$ cat src/rtl/dct_pkg.sv
package dct_pkg;

   localparam int LENGTH   = 8;
   localparam int IDX_W    = $clog2(LENGTH);
   localparam int BUF_AW   = IDX_W + 1;
   localparam int ROM_AW   = 2 * IDX_W;
   localparam int SAMPLE_W = 16;
   localparam int COEF_W   = 20;
   localparam int PROD_W   = 2 * SAMPLE_W;
   localparam int ACC_W    = PROD_W + IDX_W + 1;
   localparam int FRAC_SH  = 15;
   localparam int Q_W      = ACC_W - FRAC_SH;
   localparam int COEF_MAX = (1 <<< (COEF_W - 1)) - 1;
   localparam int COEF_MIN = -(1 <<< (COEF_W - 1));

   localparam logic MODE_FWD = 1'b0;
   localparam logic MODE_INV = 1'b1;

   // Orthonormal DCT-II weights, Q1.15, row k (frequency) by column n (sample)
   localparam logic signed [SAMPLE_W-1:0] ROM [0:LENGTH*LENGTH-1] = '{
      16'sd11585,  16'sd11585,  16'sd11585,  16'sd11585,
      16'sd11585,  16'sd11585,  16'sd11585,  16'sd11585,
      16'sd16069,  16'sd13623,  16'sd9102,   16'sd3196,
      -16'sd3196,  -16'sd9102,  -16'sd13623, -16'sd16069,
      16'sd15137,  16'sd6270,   -16'sd6270,  -16'sd15137,
      -16'sd15137, -16'sd6270,  16'sd6270,   16'sd15137,
      16'sd13623,  -16'sd3196,  -16'sd16069, -16'sd9102,
      16'sd9102,   16'sd16069,  16'sd3196,   -16'sd13623,
      16'sd11585,  -16'sd11585, -16'sd11585, 16'sd11585,
      16'sd11585,  -16'sd11585, -16'sd11585, 16'sd11585,
      16'sd9102,   -16'sd16069, 16'sd3196,   16'sd13623,
      -16'sd13623, -16'sd3196,  16'sd16069,  -16'sd9102,
      16'sd6270,   -16'sd15137, 16'sd15137,  -16'sd6270,
      -16'sd6270,  16'sd15137,  -16'sd15137, 16'sd6270,
      16'sd3196,   -16'sd9102,  16'sd13623,  -16'sd16069,
      16'sd16069,  -16'sd13623, 16'sd9102,   -16'sd3196
   };

   typedef struct packed {
      logic mode;
      logic bank;
   } job_type;

   typedef struct packed {
      logic                       en;
      logic [BUF_AW-1:0]          addr;
      logic signed [SAMPLE_W-1:0] data;
   } buf_wr_type;

   typedef struct packed {
      logic valid;
      logic bank;
   } release_type;

   typedef enum logic {
      BK_IDLE,
      BK_RUN
   } back_state_type;

endpackage

$ cat src/rtl/orthonormal_dct2_and_inverse_core.sv
// channel   ports                                     handshake
// request   req_sample, req_mode                      start high while busy low
// response  rsp_coefficient, rsp_out_index, rsp_last  rsp_valid, one cycle, no stall
//
// A sample is taken each cycle while its buffer bank is free; the eighth sample of a
// block queues a job and flips to the other bank. One shared multiplier does
// LENGTH*LENGTH = 64 multiply-accumulates per block, one per cycle, after the back
// end takes the job from the queue in its idle state.
// Each coefficient passes the read, product and accumulate stages and a registered
// rounding output; the words of a block come out in index order.
// Reset is synchronous; busy holds while both banks wait on the back end.
module orthonormal_dct2_and_inverse_core import dct_pkg::*; (
   input  logic                       clock,
   input  logic                       reset,
   input  logic                       start,
   output logic                       busy,
   input  logic signed [SAMPLE_W-1:0] req_sample,
   input  logic                       req_mode,
   output logic                       rsp_valid,
   output logic signed [COEF_W-1:0]   rsp_coefficient,
   output logic [IDX_W-1:0]           rsp_out_index,
   output logic                       rsp_last
);

   buf_wr_type  buf_wr;
   release_type rel;
   logic        push, pop, q_valid;
   job_type     push_job, q_job;

   dct_front u_front (
      .clock      (clock),
      .reset      (reset),
      .start      (start),
      .busy       (busy),
      .req_sample (req_sample),
      .req_mode   (req_mode),
      .rel        (rel),
      .buf_wr     (buf_wr),
      .push       (push),
      .push_job   (push_job)
   );

   dct_queue u_queue (
      .clock    (clock),
      .reset    (reset),
      .push     (push),
      .push_job (push_job),
      .pop      (pop),
      .q_valid  (q_valid),
      .q_job    (q_job)
   );

   dct_back u_back (
      .clock           (clock),
      .reset           (reset),
      .buf_wr          (buf_wr),
      .q_valid         (q_valid),
      .q_job           (q_job),
      .pop             (pop),
      .rel             (rel),
      .rsp_valid       (rsp_valid),
      .rsp_coefficient (rsp_coefficient),
      .rsp_out_index   (rsp_out_index),
      .rsp_last        (rsp_last)
   );

endmodule

$ cat src/rtl/dct_front.sv
module dct_front import dct_pkg::*; (
   input  logic                       clock,
   input  logic                       reset,
   input  logic                       start,
   output logic                       busy,
   input  logic signed [SAMPLE_W-1:0] req_sample,
   input  logic                       req_mode,
   input  release_type                rel,
   output buf_wr_type                 buf_wr,
   output logic                       push,
   output job_type                    push_job
);

   logic [IDX_W-1:0] fill_ff, fill_in;
   logic             bank_ff, bank_in;
   logic [1:0]       bank_busy_ff, bank_busy_in;
   logic             accept;
   logic             block_done;

   // a bank stays locked from its job push until the back end has read it out
   assign busy       = bank_busy_ff[bank_ff];
   assign accept     = start && !busy;
   assign block_done = (fill_ff == IDX_W'(LENGTH - 1));

   assign buf_wr.en   = accept;
   assign buf_wr.addr = {bank_ff, fill_ff};
   assign buf_wr.data = req_sample;

   assign push          = accept && block_done;
   assign push_job.mode = req_mode;
   assign push_job.bank = bank_ff;

   always_comb begin
      fill_in      = fill_ff;
      bank_in      = bank_ff;
      bank_busy_in = bank_busy_ff;
      if (rel.valid) begin
         bank_busy_in[rel.bank] = 1'b0;
      end
      if (accept) begin
         if (block_done) begin
            fill_in               = '0;
            bank_in               = !bank_ff;
            bank_busy_in[bank_ff] = 1'b1;
         end else begin
            fill_in = fill_ff + IDX_W'(1);
         end
      end
   end

   always_ff @(posedge clock) begin
      if (reset) begin
         fill_ff      <= '0;
         bank_ff      <= 1'b0;
         bank_busy_ff <= '0;
      end else begin
         fill_ff      <= fill_in;
         bank_ff      <= bank_in;
         bank_busy_ff <= bank_busy_in;
      end
   end

endmodule

$ cat src/rtl/dct_queue.sv
module dct_queue import dct_pkg::*; (
   input  logic    clock,
   input  logic    reset,
   input  logic    push,
   input  job_type push_job,
   input  logic    pop,
   output logic    q_valid,
   output job_type q_job
);

   job_type    slot_ff [0:1];
   logic       wr_ptr_ff, rd_ptr_ff;
   logic [1:0] count_ff, count_in;

   assign q_valid = (count_ff != 2'd0);
   assign q_job   = slot_ff[rd_ptr_ff];

   always_comb begin
      count_in = count_ff;
      if (push && !(pop && q_valid)) begin
         count_in = count_ff + 2'd1;
      end else if (!push && pop && q_valid) begin
         count_in = count_ff - 2'd1;
      end
   end

   always_ff @(posedge clock) begin
      if (push) begin
         slot_ff[wr_ptr_ff] <= push_job;
      end
   end

   always_ff @(posedge clock) begin
      if (reset) begin
         wr_ptr_ff <= 1'b0;
         rd_ptr_ff <= 1'b0;
         count_ff  <= '0;
      end else begin
         count_ff <= count_in;
         if (push) begin
            wr_ptr_ff <= !wr_ptr_ff;
         end
         if (pop && q_valid) begin
            rd_ptr_ff <= !rd_ptr_ff;
         end
      end
   end

endmodule

$ cat src/rtl/dct_back.sv
module dct_back import dct_pkg::*; (
   input  logic                     clock,
   input  logic                     reset,
   input  buf_wr_type               buf_wr,
   input  logic                     q_valid,
   input  job_type                  q_job,
   output logic                     pop,
   output release_type              rel,
   output logic                     rsp_valid,
   output logic signed [COEF_W-1:0] rsp_coefficient,
   output logic [IDX_W-1:0]         rsp_out_index,
   output logic                     rsp_last
);

   logic signed [SAMPLE_W-1:0] buf_mem [0:2*LENGTH-1];

   back_state_type state_ff, state_in;
   job_type        job_ff, job_in;
   logic [IDX_W-1:0] i_ff, i_in, j_ff, j_in;
   logic             issue;
   logic [ROM_AW-1:0] rom_idx;

   // stage 1: sample read and weight lookup
   logic                       s1_valid_ff, s1_first_ff, s1_last_ff;
   logic [IDX_W-1:0]           s1_j_ff;
   logic signed [SAMPLE_W-1:0] s1_sample_ff, s1_weight_ff;
   // stage 2: product
   logic                       s2_valid_ff, s2_first_ff, s2_last_ff;
   logic [IDX_W-1:0]           s2_j_ff;
   logic signed [PROD_W-1:0]   prod_ff;
   // stage 3: accumulate
   logic signed [ACC_W-1:0]    acc_ff, acc_in;
   logic                       done_ff;
   logic [IDX_W-1:0]           done_j_ff;
   // output rounding
   logic signed [ACC_W-1:0]    rounded;
   logic signed [Q_W-1:0]      q_val;
   logic signed [COEF_W-1:0]   coef_in;

   always_comb begin
      state_in = state_ff;
      job_in   = job_ff;
      i_in     = i_ff;
      j_in     = j_ff;
      pop      = 1'b0;
      issue    = 1'b0;
      rel      = '{valid: 1'b0, bank: job_ff.bank};
      unique case (state_ff)
         BK_IDLE: begin
            if (q_valid) begin
               pop      = 1'b1;
               job_in   = q_job;
               i_in     = '0;
               j_in     = '0;
               state_in = BK_RUN;
            end
         end
         BK_RUN: begin
            issue = 1'b1;
            i_in  = i_ff + IDX_W'(1);
            if (i_ff == IDX_W'(LENGTH - 1)) begin
               i_in = '0;
               j_in = j_ff + IDX_W'(1);
               if (j_ff == IDX_W'(LENGTH - 1)) begin
                  // last read of this bank goes out now
                  rel.valid = 1'b1;
                  state_in  = BK_IDLE;
               end
            end
         end
         default: state_in = BK_IDLE;
      endcase
   end

   // forward walks row j of the table, inverse walks column j
   assign rom_idx = (job_ff.mode == MODE_INV) ? {i_ff, j_ff} : {j_ff, i_ff};

   always_ff @(posedge clock) begin
      if (buf_wr.en) begin
         buf_mem[buf_wr.addr] <= buf_wr.data;
      end
      s1_sample_ff <= buf_mem[{job_ff.bank, i_ff}];
      s1_weight_ff <= ROM[rom_idx];
      s1_first_ff  <= (i_ff == '0);
      s1_last_ff   <= (i_ff == IDX_W'(LENGTH - 1));
      s1_j_ff      <= j_ff;
      prod_ff      <= s1_weight_ff * s1_sample_ff;
      s2_first_ff  <= s1_first_ff;
      s2_last_ff   <= s1_last_ff;
      s2_j_ff      <= s1_j_ff;
      acc_ff       <= acc_in;
      done_j_ff    <= s2_j_ff;
      rsp_coefficient <= coef_in;
      rsp_out_index   <= done_j_ff;
      rsp_last        <= done_ff && (done_j_ff == IDX_W'(LENGTH - 1));
   end

   always_comb begin
      acc_in = acc_ff;
      if (s2_valid_ff) begin
         acc_in = (s2_first_ff ? ACC_W'(0) : acc_ff) + ACC_W'(prod_ff);
      end
   end

   assign rounded = acc_ff + ACC_W'(1 <<< (FRAC_SH - 1));
   assign q_val   = Q_W'(rounded >>> FRAC_SH);

   always_comb begin
      priority if (q_val > Q_W'(COEF_MAX)) begin
         coef_in = COEF_W'(COEF_MAX);
      end else if (q_val < Q_W'(COEF_MIN)) begin
         coef_in = COEF_W'(COEF_MIN);
      end else begin
         coef_in = q_val[COEF_W-1:0];
      end
   end

   always_ff @(posedge clock) begin
      if (reset) begin
         state_ff    <= BK_IDLE;
         job_ff      <= '0;
         i_ff        <= '0;
         j_ff        <= '0;
         s1_valid_ff <= 1'b0;
         s2_valid_ff <= 1'b0;
         done_ff     <= 1'b0;
         rsp_valid   <= 1'b0;
      end else begin
         state_ff    <= state_in;
         job_ff      <= job_in;
         i_ff        <= i_in;
         j_ff        <= j_in;
         s1_valid_ff <= issue;
         s2_valid_ff <= s1_valid_ff;
         done_ff     <= s2_valid_ff && s2_last_ff;
         rsp_valid   <= done_ff;
      end
   end

endmodule

$ cat config.mk
export PLATFORM = sky130hd
export DESIGN_NAME = orthonormal_dct2_and_inverse_core
export DESIGN_NICKNAME = d
export VERILOG_FILES = /design/src/rtl/dct_pkg.sv /design/src/rtl/orthonormal_dct2_and_inverse_core.sv /design/src/rtl/dct_front.sv /design/src/rtl/dct_queue.sv /design/src/rtl/dct_back.sv
export SDC_FILE = /design/constraint.sdc
export NUM_CORES = 1
export LEC_CHECK = 0
export ABC_AREA = 1
export BUFFER_PORTS_ARGS = -buffer_cell sky130_fd_sc_hd__buf_4
export CAP_MARGIN = 15
export CORE_UTILIZATION = 28
export CTS_CLUSTER_DIAMETER = 60
export DETAILED_ROUTE_END_ITERATION = 10
export HOLD_SLACK_MARGIN = 0.06
export PLACE_DENSITY = 0.42
export SKIP_LAST_GASP = 1
export SYNTH_ARGS = -nofsm -noshare
export SYNTH_HDL_FRONTEND = slang
export SYNTH_SLANG_ARGS = --single-unit
export TNS_END_PERCENT = 50
$ cat constraint.sdc
create_clock -name clock -period 7.9 [get_ports clock]
set_clock_uncertainty 0.05 [all_clocks]
set_input_delay 0.79 -clock clock [delete_from_list [all_inputs] [get_ports clock]]
set_output_delay 0.79 -clock clock [all_outputs]
set_load 0.02 [all_outputs]
==> reports/qor.csv <==
metric,value,unit
cts-root-buf,clkbuf_16,
antenna_found_initial,1,
grt_pass1_wl,130000,um
synth.net_count,3751,
cts_resized,0,
cp-start-kind,flop,
clk_pin_slew,0.06,ns
post_drt_wl_per_cell,17.4,um
maxCapViolations,0,
wl,83200,um
pre_cts_slack,1.53,ns
ys_seq_area_share,38.9,%
tightest_slew,0.981,ns
clock_sinks,419,
die_w,325,um
rsz0062_at_grt,no,
start_util,28.2,%
hold_viol_final,0,
finalCritPeriodShare,79.7,%
die_area,106000,um^2
fmax,159,MHz
fin_crit,6.30,ns
ant_nets,0,
cts_buffers,57,
insertion_delay,0.65,ns
gp_congestion,0.857,
cp_max_fo,15,
drc,0,
netlist_area,29200,um^2
met3WireLength,2640,um
crit_type,reg2reg,
async_flop_share,0,%
ios,46,
highest_layer,met4,
finalWorstSetupSlack,1.60,ns
cts_setup_buffers,0,
final_cell_count_no_fill,4783,
h-tree-depth,2,
grt_usage,15.9,%
drv_slew,0,
setup-tns-final,0,ns
yosysWarnings,0,
layout-drive-gt1-share,6.46,%
wl_met1,37600,um
grt_start_max_net_pins,83,
grt_pass1_vias,22100,
num-nets-final,3763,
dp_cells,4675,
worst_hold_path_type,reg2reg,
cts_tree,yes,
place_hpwl,59600,um
slew_headroom,34.2,%
arrival,6.79,ns
max-clock-path-buffers,3,
end_kind,flop,
ys.flop_type,edfxtp_1,
setup_viol,0,
diodes,0,
synth.distinct_cells,48,
avgViaCountPerCell,4.45,
coreArea,103000,um^2
worstPathRequired,8.39,ns
grt-ovfl-total,0,
wl_met2,41000,um
syn_to_final_growth,12.8,%
rows,118,
syn_area_per_cell,8.73,um^2
fill_cells,10900,
port_buffers,45,
drtPass1Iterations,5,
final_core_util,31.8,%
drtIter0Drc,1076,
ys_ff_latch,419,
num_vias,21300,
synth_cells,3342,
status,finished clean,
cts-hold-fix-buffers,0,
die_h,325,um
synth_edf_count,296,
-- critical path: stages (launching register included) --
cell     delay [ns]
dfxtp_1        0.85
nand2_1        0.27
fa_1           0.60
inv_1          0.13
fa_1           0.69
inv_1          0.13
fa_1           0.49
inv_1          0.05
fa_1           0.51
fa_1           0.54
inv_1          0.05
fa_1           0.52
inv_1          0.04
ha_1           0.36
nand2_1        0.12
nor2_1         0.25
nand2_1        0.11
nor3_1         0.14
nand2_1        0.13
nand4_1        0.09
nand2_1        0.06
-- worst paths after layout --
check,start,to,slack [ns],depth (start not counted)
max,u_back.s1_sample_ff[7],u_back.prod_ff[28],1.60,20
max reg2reg,u_back.s1_sample_ff[7],u_back.prod_ff[28],1.60,20
min,u_back.s1_last_ff,u_back.s2_last_ff,0.27,0
min reg2reg,u_back.s1_last_ff,u_back.s2_last_ff,0.27,0
-- synth_stat cells, types with 3 or more instances --
library cell	number	area, um^2
a211oi_1	3	22.5
a21oi_1	81	405
a31oi_1	4	25.0
buf_2	15	75.1
buf_4	3	22.5
buf_6	6	67.6
clkbuf_1	85	319
dfxtp_1	123	2460
edfxtp_1	296	8890
fa_1	254	5080
ha_1	135	1690
inv_1	663	2490
inv_2	10	37.5
nand2_1	803	3010
nand2_2	11	68.8
nand3_1	104	521
nand3_2	3	30.0
nand4_1	23	144
nor2_1	318	1190
nor2_2	3	18.8
nor3_1	22	110
nor3_2	3	30.0
o211ai_1	22	165
o21ai_0	181	906
o21ai_1	8	40.0
o21ai_2	3	26.3
o21bai_1	8	60.1
o221ai_1	45	394
o22ai_1	20	125
or2_2	5	31.3
xnor2_1	7	61.3
xor2_1	50	438
-- cells by family (layout without fill, tap and decap cells) --
kind of cell | after synthesis | count (layout) | synth area share, %
buffers and inverters | 786 | 847 | 10.4
xor gates and xnor gates | 57 | 57 | 1.71
DFF | 419 | 419 | 38.9
and+or+nand+nor | 1305 | 1305 | 18.0
AOI/OAI and AO/OA | 386 | 386 | 7.79
adders and majority gates | 389 | 389 | 23.2
-- per-layer routing --
layer	vias up	track usage (%)
met5	-	0
met4	0	4.53
met3	110	2.18
met2	298	28.2
met1	10300	19.9
li1	10500	-
-- cell type report --
type	instances	area, um^2	share of cell area (%)
clock buffer	75	1580	4.79
clock inverter	33	347	1.05
inverter	675	2540	7.71
multi-input combinational	2137	14900	45.2
sequential	419	11400	34.5
tap	1380	1730	5.25
timing repair buffer	64	480	1.46
-- registers in the layout, summed over array words and instances, names as in the netlist, 4 cells and up --
| signal | flops |
|---|---|
| u_back.prod_ff | 32 |
| u_back.buf_mem | 256 |
| u_back.s1_sample_ff | 16 |
| u_back.s1_weight_ff | 15 |
| u_back.acc_ff | 36 |
| u_queue.slot_ff | 4 |
| u_back.rsp_coefficient | 20 |
-- per-stage QoR --
stage | hold slack, ns | area (um^2)
after floorplan | 0.260 | 29200
after global placement | 0.263 | 31000
after detailed placement | 0.262 | 31000
after CTS | 0.225 | 32900
after global routing | 0.237 | 32900
final | 0.274 | 32900
-- layout by cell type (no fill, tap or decap), types with 6 or more instances in the layout --
cell / instances
a21oi_1: 81
buf_4: 64
clkbuf_1: 12
clkbuf_16: 59
clkinv_1: 10
clkinv_2: 6
dfxtp_1: 119
edfxtp_1: 296
fa_1: 254
ha_1: 135
inv_1: 661
inv_2: 11
nand2_1: 803
nand2_2: 11
nand3_1: 104
nand4_1: 23
nor2_1: 302
nor2_2: 11
nor2_4: 9
nor3_1: 22
o211ai_1: 22
o21ai_0: 181
o21ai_1: 8
o21bai_1: 8
o221ai_1: 45
o22ai_1: 20
xnor2_1: 7
xor2_1: 50
Power is not shown: default switching activity piles up to over one toggle a cycle in this logic, so the estimate is an artifact.
